## src/mesh_height_tracker_assert.svh

```systemverilog
// assertion helpers for the mesh height tracker
`ifndef MESH_HEIGHT_TRACKER_ASSERT_SVH
`define MESH_HEIGHT_TRACKER_ASSERT_SVH

// same-cycle implication, checked outside reset
`define MHT_ASSERT_NOW(lbl, ante, cons, msg) \
	lbl: assert property (@(posedge clk) disable iff (!arst_n) (ante) |-> (cons)) \
		else $error(msg);

// next-cycle implication, checked outside reset
`define MHT_ASSERT_NEXT(lbl, ante, cons, msg) \
	lbl: assert property (@(posedge clk) disable iff (!arst_n) (ante) |=> (cons)) \
		else $error(msg);

`endif

```

## src/mht_pkg.sv

```systemverilog
package mht_pkg;

	// field and datapath widths
	localparam int CW   = 20;
	localparam int DW   = 21;
	localparam int MW   = 23;
	localparam int PW   = 2 * MW;
	localparam int ACCW = 66;
	localparam int WW   = 43;
	localparam int QW   = 21;
	localparam int HW   = 23;
	localparam int LOW_W = 22;
	localparam int CORNERS = 3;

	localparam logic [1:0] REQ_VERTEX    = 2'd0;
	localparam logic [1:0] REQ_NEIGHBOUR = 2'd1;
	localparam logic [1:0] REQ_QUERY     = 2'd2;

	localparam logic signed [CW-1:0] OFFSET_RESET = 20'sd205;
	localparam logic signed [HW-1:0] Q_MAX = 23'sd524287;
	localparam logic signed [HW-1:0] Q_MIN = -23'sd524288;

	typedef enum logic [3:0] {
		ST_IDLE,
		ST_VRD,
		ST_BARY,
		ST_NORM,
		ST_EVAL,
		ST_HGT,
		ST_DIV,
		ST_NRD,
		ST_NCHK,
		ST_OUT
	} state_t;

	typedef struct packed {
		logic en;
		logic clr;
		logic sub;
		logic hi;
	} mac_ctrl_t;

	typedef struct packed {
		logic busy;
		logic done;
	} div_stat_t;

	typedef struct packed {
		logic signed [CW-1:0] x;
		logic signed [CW-1:0] y;
		logic signed [CW-1:0] z;
	} vtx_t;

	typedef struct packed {
		logic       valid;
		logic [7:0] idx;
	} nbr_t;

endpackage

```

## src/mht_mac.sv

```systemverilog
module mht_mac (
	input  logic                             clk,
	input  logic                             arst_n,
	input  mht_pkg::mac_ctrl_t               ctrl,
	input  logic signed [mht_pkg::MW-1:0]    op_a,
	input  logic signed [mht_pkg::MW-1:0]    op_b,
	output logic signed [mht_pkg::ACCW-1:0]  acc
);
	import mht_pkg::*;

	logic signed [PW-1:0]   prod_s1;
	mac_ctrl_t              ctrl_s1;
	logic signed [ACCW-1:0] acc_q;
	logic signed [ACCW-1:0] base;
	logic signed [ACCW-1:0] term;

	// product stage
	always_ff @(posedge clk or negedge arst_n) begin
		if (!arst_n) begin
			ctrl_s1 <= '0;
		end else begin
			ctrl_s1 <= ctrl;
		end
	end

	always_ff @(posedge clk) begin
		prod_s1 <= op_a * op_b;
	end

	// accumulate stage, high partial products weighted by the low-half width
	always_comb begin
		base = ctrl_s1.clr ? '0 : acc_q;
		term = {{(ACCW-PW){prod_s1[PW-1]}}, prod_s1};
		if (ctrl_s1.hi) begin
			term = term <<< LOW_W;
		end
	end

	always_ff @(posedge clk) begin
		if (ctrl_s1.en) begin
			acc_q <= ctrl_s1.sub ? base - term : base + term;
		end
	end

	assign acc = acc_q;
endmodule

```

## config.mk

```make
export PLATFORM = sky130hd
export DESIGN_NAME = mht_mac
export DESIGN_NICKNAME = d
export VERILOG_FILES = /design/src/mesh_height_tracker_assert.svh /design/src/mht_pkg.sv /design/src/mht_mac.sv
export SDC_FILE = /design/constraint.sdc
export NUM_CORES = 2
export LEC_CHECK = 0
export BUFFER_PORTS_ARGS = -buffer_cell sky130_fd_sc_hd__buf_2
export CAP_MARGIN = 10
export CORE_ASPECT_RATIO = 0.9
export CORE_MARGIN = 2
export CORE_UTILIZATION = 55
export CTS_BUF_LIST = sky130_fd_sc_hd__clkbuf_16
export DETAILED_ROUTE_END_ITERATION = 10
export GPL_ROUTABILITY_DRIVEN = 0
export PLACE_DENSITY = 0.78
export SYNTH_ARGS = -nofsm -noshare
export SYNTH_HDL_FRONTEND = slang
export SYNTH_SLANG_ARGS = --single-unit
```

## constraint.sdc

```tcl
create_clock -name clk -period 10.05 [get_ports clk]
set_input_delay 0.5025 -clock clk [delete_from_list [all_inputs] [get_ports clk]]
set_output_delay 0.5025 -clock clk [all_outputs]
set_load 0.005 [all_outputs]
```

==> results.txt <==
Die area: 0.0554 mm^2
CP Capture Type: flip-flop
Post-Syn Area: 0.0294 mm^2
Antenna cell count: 0
Vias: 22.9k
I/O Buffers: 117
First-pass GRT wire length: 124 mm
Final Util: 58.5%
Via/cell ratio: 5.71
DRC viols: 0
Final period utilization: 72.2%
Number of global-route vias before repair: 24.5k
Worst-path clk slew: 0.06 ns
Cells after DPL: 3,984
Pins Over Slew Limit: 0
Post-DRT Antenna Nets: 0
CTS Root Buffer Type: clkbuf_16
Critical path startpoint category: input pin
Worst slew margin: 40.1%
Synth Net Count: 4,118
Status: finished clean
Fmax: 138 MHz
Worst r2r src: ctrl_s1[0]
Clk buf depth: 2
Unrepaired setup endpoints after global routing: no
Final TNS setup: 0 ns
# rows: 80
Die X: 248 um
Final WL: 75.0 mm
Final setup skew: 0.0125 ns
Max-Cap Viols: 0
Placed Area: 0.0304 mm^2
Cell area after layout: 0.0310 mm^2
Min-delay src: ctrl[3]
Post-synthesis cell type count: 90
Setup Buffers After CTS: 0
Syn Inst Count: 3,309
Arrival @ worst endpoint: 7.57 ns
Largest fanout on the critical path: 23
Grt total ovfl: 0
1st-iter DRT viols: 1,653
Cts bufs inserted: 17
FF-to-FF setup slack: 3.97 ns
Critical Path RT: 10.36 ns
First drt pass iteration count: 6
Total number of yosys warnings: 0
Final Setup Violations: 0
Worst-Skew Late Latency: 0.44 ns
Layout area overhead: 5.32%
FFs w/ async S/R, synth: 3.45%
Crit path kind: input pin to flip-flop
Number of synthesized flops with an enable pin: 66
Layout Nets: 4,116
# IOs: 118
Final hold vios: 0
Final HPWL DP: 58.8 mm
Initial antenna violation count: 0
Seq/Total Area, Yosys: 10.2%
Syn avg cell area: 8.89 um^2
Worst-Margin Slew: 0.898 ns
Die height: 223 um
Layout Cells excl Fill: 4,017
Setup crit start: op_b[2]
TritonCTS Sinks: 116
Pin count of the biggest net entering global routing: 76
Core area: 0.0530 mm^2
Flops & latches, synth: 116
Top_reg_cell synth: edfxtp_1
Wire per inst: 18.7 um
# H-tree levels: 4
Fraction of layout cells with a size suffix above 1: 5.84%
Min cycle time layout: 7.26 ns
Min-delay worst type: input pin to flip-flop
Total GRT Usage: 28.4%
CTS tree: built
Initial Util: 55.6%
cells by family (layout without fill, tap and decap cells):
| family | after synthesis | in the layout | share of synthesized area (%) |
|---|---|---|---|
| buffers and inverters | 796 | 807 | 10.2 |
| flip-flops | 116 | 116 | 10.2 |
| multiplexers | 21 | 21 | 0.723 |
| AO/OA/AOI/OAI | 465 | 465 | 10.3 |
| XOR/XNOR | 165 | 165 | 4.91 |
| adder cells (fa/ha/maj) | 757 | 757 | 46.6 |
| AND/OR/NAND/NOR | 989 | 989 | 17.0 |
registers in the layout (all words and copies together) (netlist names):
register / flops
prod_s1: 46
ctrl_s1: 4
acc: 66
metal layers:
layer	part of all wire (%)	routed length, um	global-route usage (%)
met1	40	29800	36.0
met2	48	35900	47.0
met3	8.1	6050	5.85
met5	0	0	0
met4	4.2	3150	12.6
placed cells by master (no fill, tap or decap), types with 72 or more instances in the layout:
master	netlist	layout
and2_1	251	251
xor2_1	78	78
fa_1	566	566
inv_1	651	651
xnor2_1	87	87
ha_1	191	191
o21ai_0	72	72
nand2_1	343	343
a21oi_1	175	175
nor2_1	137	137
nor2b_1	83	83
buf_2	4	117
timing repair:
| item | in CTS | in global routing |
|---|---|---|
| hold buffers | 1 | 0 |
| hold endpoints to repair | 4 | 0 |
| resized for setup | 0 | 0 |
Yosys cell counts, drive strengths merged (9+ instances only):
library cell	instances	area, um^2
a21o	50	375
o211ai	16	120
nand3b	9	67.6
xor2	78	683
nor3	32	170
a21oi	178	902
edfxtp	66	1980
nand3	26	130
and2	253	1580
nor4	10	68.8
xnor2	87	762
nand4	16	100
nor2b	83	519
fa	566	11300
o21ai	85	440
ha	191	2390
and3	9	56.3
mux2i	19	190
nand2	343	1290
nor2	137	514
buf	14	80.1
o31ai	10	93.8
a211oi	9	72.6
dfxtp	46	921
nand2b	35	219
inv	651	2440
clkbuf	130	488
o21a	13	97.6
o21bai	24	180
a31oi	18	128
final cells by class:
type                       instances  area (um^2)
multi-input combinational       2397        23400
fill                            4555        22000
sequential                       116         3010
inverter                         652         2450
tap                              697          872
timing repair buffer             123          633
clock buffer                      17          425
clock inverter                    15          194
final timing paths:
| check | endpoint | cells past startpoint |
|---|---|---|
| setup / recovery | prod_s1[45] | 26 |
| hold / removal | ctrl_s1[3] | 1 |
| setup reg to reg | acc[61] | 19 |
| hold reg to reg | acc[0] | 3 |
| max in group asynchronous | ctrl_s1[0] | 2 |
| min in group asynchronous | ctrl_s1[3] | 2 |
critical path, stage by stage:
cell and delay, ns:
buf_2 0.50, nand2_1 0.18, fa_1 0.57, inv_1 0.05, fa_1 0.49, inv_1 0.06, fa_1 0.52, inv_1 0.05
fa_1 0.50, inv_1 0.05, fa_1 0.53, inv_1 0.05, fa_1 0.48, inv_1 0.05, fa_1 0.54, inv_1 0.06
ha_1 0.38, o21ba_2 0.16, a21oi_1 0.06, a211oi_2 0.48, a311oi_4 0.22, o21ai_2 0.25, a31oi_4 0.13, o41ai_1 0.40
a21oi_1 0.15, xnor2_1 0.14
through the flow:
stage          hold slack, ns  worst slack, ns
2_1_floorplan           0.207             3.17
3_3_place_gp            0.309             2.57
3_5_place_dp            0.314             2.49
4_1_cts                 0.159             2.93
5_1_grt                 0.162             2.55
6_report                0.167             2.79
Power is not shown: default switching activity piles up to over one toggle a cycle in this logic, so the estimate is an artifact.
