File: src/mesh_height_tracker_assert.svh
// assertion helpers for the mesh height tracker
`ifndef MESH_HEIGHT_TRACKER_ASSERT_SVH
`define MESH_HEIGHT_TRACKER_ASSERT_SVH

// same-cycle implication, checked outside reset
`define MHT_ASSERT_NOW(lbl, ante, cons, msg) \
	lbl: assert property (@(posedge clk) disable iff (!arst_n) (ante) |-> (cons)) \
		else $error(msg);

// next-cycle implication, checked outside reset
`define MHT_ASSERT_NEXT(lbl, ante, cons, msg) \
	lbl: assert property (@(posedge clk) disable iff (!arst_n) (ante) |=> (cons)) \
		else $error(msg);

`endif

File: src/mht_pkg.sv
package mht_pkg;

	// field and datapath widths
	localparam int CW   = 20;
	localparam int DW   = 21;
	localparam int MW   = 23;
	localparam int PW   = 2 * MW;
	localparam int ACCW = 66;
	localparam int WW   = 43;
	localparam int QW   = 21;
	localparam int HW   = 23;
	localparam int LOW_W = 22;
	localparam int CORNERS = 3;

	localparam logic [1:0] REQ_VERTEX    = 2'd0;
	localparam logic [1:0] REQ_NEIGHBOUR = 2'd1;
	localparam logic [1:0] REQ_QUERY     = 2'd2;

	localparam logic signed [CW-1:0] OFFSET_RESET = 20'sd205;
	localparam logic signed [HW-1:0] Q_MAX = 23'sd524287;
	localparam logic signed [HW-1:0] Q_MIN = -23'sd524288;

	typedef enum logic [3:0] {
		ST_IDLE,
		ST_VRD,
		ST_BARY,
		ST_NORM,
		ST_EVAL,
		ST_HGT,
		ST_DIV,
		ST_NRD,
		ST_NCHK,
		ST_OUT
	} state_t;

	typedef struct packed {
		logic en;
		logic clr;
		logic sub;
		logic hi;
	} mac_ctrl_t;

	typedef struct packed {
		logic busy;
		logic done;
	} div_stat_t;

	typedef struct packed {
		logic signed [CW-1:0] x;
		logic signed [CW-1:0] y;
		logic signed [CW-1:0] z;
	} vtx_t;

	typedef struct packed {
		logic       valid;
		logic [7:0] idx;
	} nbr_t;

endpackage

File: src/mht_div.sv
module mht_div (
	input  logic                            clk,
	input  logic                            arst_n,
	input  logic                            start,
	input  logic signed [mht_pkg::ACCW-1:0] num,
	input  logic [mht_pkg::WW-1:0]          den,
	output mht_pkg::div_stat_t              stat,
	output logic signed [mht_pkg::QW:0]     quot
);
	import mht_pkg::*;

	logic [ACCW-1:0] rem_q;
	logic [ACCW-1:0] dsh_q;
	logic [QW-1:0]   q_q;
	logic            neg_q;
	logic [4:0]      cnt_q;
	logic            busy_q;
	logic            done_q;
	logic            fit;

	assign fit = rem_q >= dsh_q;

	// sequencing of the restoring divider
	always_ff @(posedge clk or negedge arst_n) begin
		if (!arst_n) begin
			busy_q <= 1'b0;
			done_q <= 1'b0;
			cnt_q  <= '0;
		end else begin
			done_q <= 1'b0;
			if (start) begin
				busy_q <= 1'b1;
				cnt_q  <= 5'(QW - 1);
			end else if (busy_q) begin
				cnt_q <= cnt_q - 5'd1;
				if (cnt_q == '0) begin
					busy_q <= 1'b0;
					done_q <= 1'b1;
				end
			end
		end
	end

	// one quotient bit per cycle, magnitude only
	always_ff @(posedge clk) begin
		if (start) begin
			neg_q <= num[ACCW-1];
			rem_q <= num[ACCW-1] ? ACCW'(-num) : ACCW'(num);
			dsh_q <= ACCW'(den) << (QW - 1);
			q_q   <= '0;
		end else if (busy_q) begin
			if (fit) begin
				rem_q <= rem_q - dsh_q;
			end
			q_q   <= {q_q[QW-2:0], fit};
			dsh_q <= dsh_q >> 1;
		end
	end

	// quotient rounded toward zero
	assign quot = neg_q ? -$signed({1'b0, q_q}) : $signed({1'b0, q_q});
	assign stat = '{busy: busy_q, done: done_q};
endmodule
File: config.mk
export PLATFORM = sky130hd
export DESIGN_NAME = mht_div
export DESIGN_NICKNAME = d
export VERILOG_FILES = /design/src/mesh_height_tracker_assert.svh /design/src/mht_pkg.sv /design/src/mht_div.sv
export SDC_FILE = /design/constraint.sdc
export NUM_CORES = 1
export LEC_CHECK = 0
export ABC_AREA = 0
export BUFFER_PORTS_ARGS = -buffer_cell sky130_fd_sc_hd__buf_2
export CAP_MARGIN = 5
export CORE_MARGIN = 5
export CORE_UTILIZATION = 40
export CTS_BUF_LIST = sky130_fd_sc_hd__clkbuf_4
export DETAILED_ROUTE_END_ITERATION = 16
export PLACE_DENSITY_LB_ADDON = 0.15
export SLEW_MARGIN = 20
export SYNTH_ARGS = -nofsm -noshare
export SYNTH_HDL_FRONTEND = slang
export SYNTH_SLANG_ARGS = --single-unit
File: constraint.sdc
create_clock -name clk -period 5.5 [get_ports clk]
set_input_delay 0.275 -clock clk [delete_from_list [all_inputs] [get_ports clk]]
set_output_delay 0.275 -clock clk [all_outputs]
set_load 0.03 [all_outputs]
==> results.txt <==
leak pwr = 5.744 nW
Buffers on Ports = 135
number of flops mapped to enable cells by yosys = 110
internal power = 3.402 mW
synth cell count leaders = nand2_1, o21ai_0, edfxtp_1, nor2_1, xnor2_1
remaining global-route overflow = 0
initial antenna violation count = 1
final wirelength = 35.25 mm
Setup Crit Path Kind = register to register
per-cell routed wire length = 17.71 um
required time of the critical path = 5770 ps
busiest layer in global routing = met2
PnR worst setup slack = 1322 ps
R2R setup slack = 1320 ps
number of instances resized during post-cts repair = 0
CP Max Fanout = 21
area taken by flip-flops and latches = 4300 um^2
setup TNS = 0 ps
H-tree levels = 4
CTS tree = yes
portion of netlist area occupied by mux cells = 3.698%
Die W = 184.7 um
number of hold buffers added after cts = 46
net count reported at finish = 1,759
type of the tightest min-delay check = input pin to register
post-detailed-placement cell area = 13,140 um^2
RD Place Congestion = 0.9029
total net switching power = 3.007 mW
post-synthesis net count = 1,634
maximum root-to-sink buffer count = 2
dominant register cell in the synthesized netlist = edfxtp_1
register clock-pin slew on the reported worst setup and hold paths = 160 ps
total of flip-flops plus latches after synthesis = 158
library cell with the highest instance count after synthesis = nand2_1
combinational group share of total power = 59.5%
maximum VDD drop = 0.1707 mV
remaining max-slew budget at the tightest pin = 36.22%
pre-CTS setup slack = 1312 ps
relative area change from synthesis to final layout = 13.80%
number of CTS-inserted buffers = 17
global routing met2 resource utilization = 33.38%
root buf cell = clkbuf_4
number of top-level pins = 136
post-synthesis instance total = 1,454
outcome = finished, final reports clean
max-slew violation total from the final report = 0
GR Util met1 = 28.40%
Sw Ratio = 46.92%
Multi-input gate area = 7246 um^2
share of the synthesized area in the top cell type = 27.05%
max-capacitance violation count = 0
total of endpoints with negative setup slack in the final report = 0
pin count of the biggest net entering global routing = 100
hold slack final = 64.55 ps
cell area after layout = 13,900 um^2
number of global-route vias before repair = 10,582
fraction of final layout cells with drive strength greater than 1 = 12.12%
setup repair bufs after CTS = 0
fin crit share = 75.96%
number of design rule violations left after detail routing = 0
global-route track usage on met3 = 3.513%
combinational family with the most area after synthesis = compound AO/OA/AOI/OAI gates
Async S/R FF share, synth = 4.430%
Detailed Place HPWL = 26.33 mm
power per standard cell area = 461.1 nW/um^2
Die Area = 34,130 um^2
crit path launch type = register
global-route wire length before repair = 56.08 mm
Netlist Area Pre-Place = 12,210 um^2
Final Hold Fails = 0
number of rows in the core area = 64
post-synthesis share of cell area spent on full adders, half adders and majority gates = 7.028%
count of routing violations after the opening detailed-route iteration = 784
worst hold path depth = 3
Layout fillers = 3,000
Final min period = 4178 ps
clock network fraction of total power = 12.1%
ranking of synthesized cells by area = edfxtp_1, xnor2_1, ha_1
area of the core = 30,350 um^2
post-synth top area cell = edfxtp_1
maximum clock rate = 239.4 MHz
Worst Setup End Kind = register
proportion of power drawn by flip-flops and latches = 28.4%
sequential cell area fraction in the yosys report = 35.20%
Initial DRT Pass Iterations = 5
total vias in the final route = 11,012
number of antenna-violating nets in the routed design = 0
clock latency on the worst-skew pair = 590 ps
Worst EP arrival = 4440 ps
Die H = 184.7 um
Mean Syn Cell Area = 8.400 um^2
per-cell via count in the routed design = 5.534
xor-xnor portion of the synthesized cell area = 10.26%
number of distinct library cells after synthesis = 65
Compound-Gate Fraction of Synth Area = 20.74%
Initial Utilization = 40.24%
Yosys warnings = 0
combined global-route utilization of all metal layers = 20.40%
sink count of the clock tree = 158
final setup skew = 28.58 ps
utilization after layout = 45.79%
slew at the pin closest to its max-slew limit = 956.7 ps
RSZ-0062 raised after global routing = no
length in cells of the worst reg-to-reg path = 13
share of synthesized cell area in and, or, nand and nor gates = 17.60%
[per-stage QoR]
step / power, mW / std cells
final: 6.408 / 1990
after global routing: 6.922 / 1990
after CTS: 6.388 / 1988
after detailed placement: 5.557 / 1910
after global placement: 5.580 / 1910
after floorplan: 4.615 / 1454
[sequential cells by signal (all words and copies together), names as in the netlist]
signal  cells
neg_q       1
cnt_q       5
q_q        21
dsh_q      63
busy_q      1
rem_q      66
done_q      1
[placed cells by master, fill, tap and decap left out, drive strengths merged, types with 7 or more instances in the layout]
| cell type | netlist | final |
|---|---|---|
| nand2 | 178 | 178 |
| o21bai | 12 | 12 |
| inv | 94 | 105 |
| nor4 | 10 | 10 |
| or3 | 17 | 17 |
| buf | 21 | 140 |
| o41ai | 9 | 9 |
| nor2b | 9 | 9 |
| a21oi | 100 | 100 |
| edfxtp | 110 | 110 |
| mux2i | 44 | 44 |
| o31ai | 72 | 72 |
| ha | 67 | 67 |
| nor2 | 110 | 110 |
| o211ai | 9 | 9 |
| dfrtp | 7 | 7 |
| or4 | 16 | 16 |
| xor2 | 40 | 40 |
| nor3 | 23 | 23 |
| nand4 | 24 | 24 |
| dlygate4sd3 | 0 | 46 |
| o21ai | 129 | 129 |
| o21a | 7 | 7 |
| a211oi | 10 | 10 |
| xnor2 | 103 | 103 |
| clkbuf | 60 | 18 |
| dfxtp | 41 | 41 |
| nand3 | 29 | 29 |
| nand2b | 17 | 17 |
| a21o | 24 | 24 |
[per-layer routing]
metal	vias to the layer above	share of wire [%]
li1	5474	-
met1	5204	47
met2	290	46
met3	44	5.5
met4	0	1.6
met5	-	0
[worst paths after layout]
kind,start,end
max,dsh_q[2]$_SDFFE_PP0P_,rem_q[12]$_DFFE_PP_
min,num[0],rem_q[0]$_DFFE_PP_
max reg2reg,dsh_q[2]$_SDFFE_PP0P_,rem_q[12]$_DFFE_PP_
min reg2reg,dsh_q[16]$_SDFFE_PP0P_,dsh_q[15]$_SDFFE_PP0P_
max in group asynchronous,arst_n,busy_q$_DFF_PN0_
min in group asynchronous,arst_n,done_q$_DFF_PN0_
[worst max-delay path: stages, from the launching register on]
cell      delay [ps]
dfxtp_1          390
inv_1             50
ha_1             390
a211oi_1         130
o311ai_0         470
a21oi_1          210
o211ai_1         360
nand4_1          140
nand4b_1         230
nand2b_1          80
and2_1           180
o21ai_0          250
a21o_2           560
buf_4            390
[power groups by stage]
stage	combinational [mW]	clock, mW	sequential (mW)
2_1_floorplan	2.82	0	1.80
3_3_place_gp	3.73	0	1.85
3_5_place_dp	3.71	0	1.85
4_1_cts	3.77	0.795	1.82
5_1_grt	4.23	0.842	1.85
6_report	3.82	0.775	1.82
[final cells by class]
type / instances / area share (%)
Multi-Input combinational cell: 1121 / 52.13
Clock inverter: 15 / 1.197
Clock buffer: 17 / 0.9183
Sequential cell: 158 / 30.94
Tap cell: 396 / 3.565
Inverter: 94 / 2.539
Antenna cell: 2 / 0.03601
Timing Repair Buffer: 187 / 8.669
[cells by family after synthesis]
kind of cell,after synthesis
compound gates,406
xor+xnor,143
fa+ha+maj,68
buf+inv,175
flops,158
mux,45
simple gates,459
Note: power is estimated with default switching activity, not from simulation.
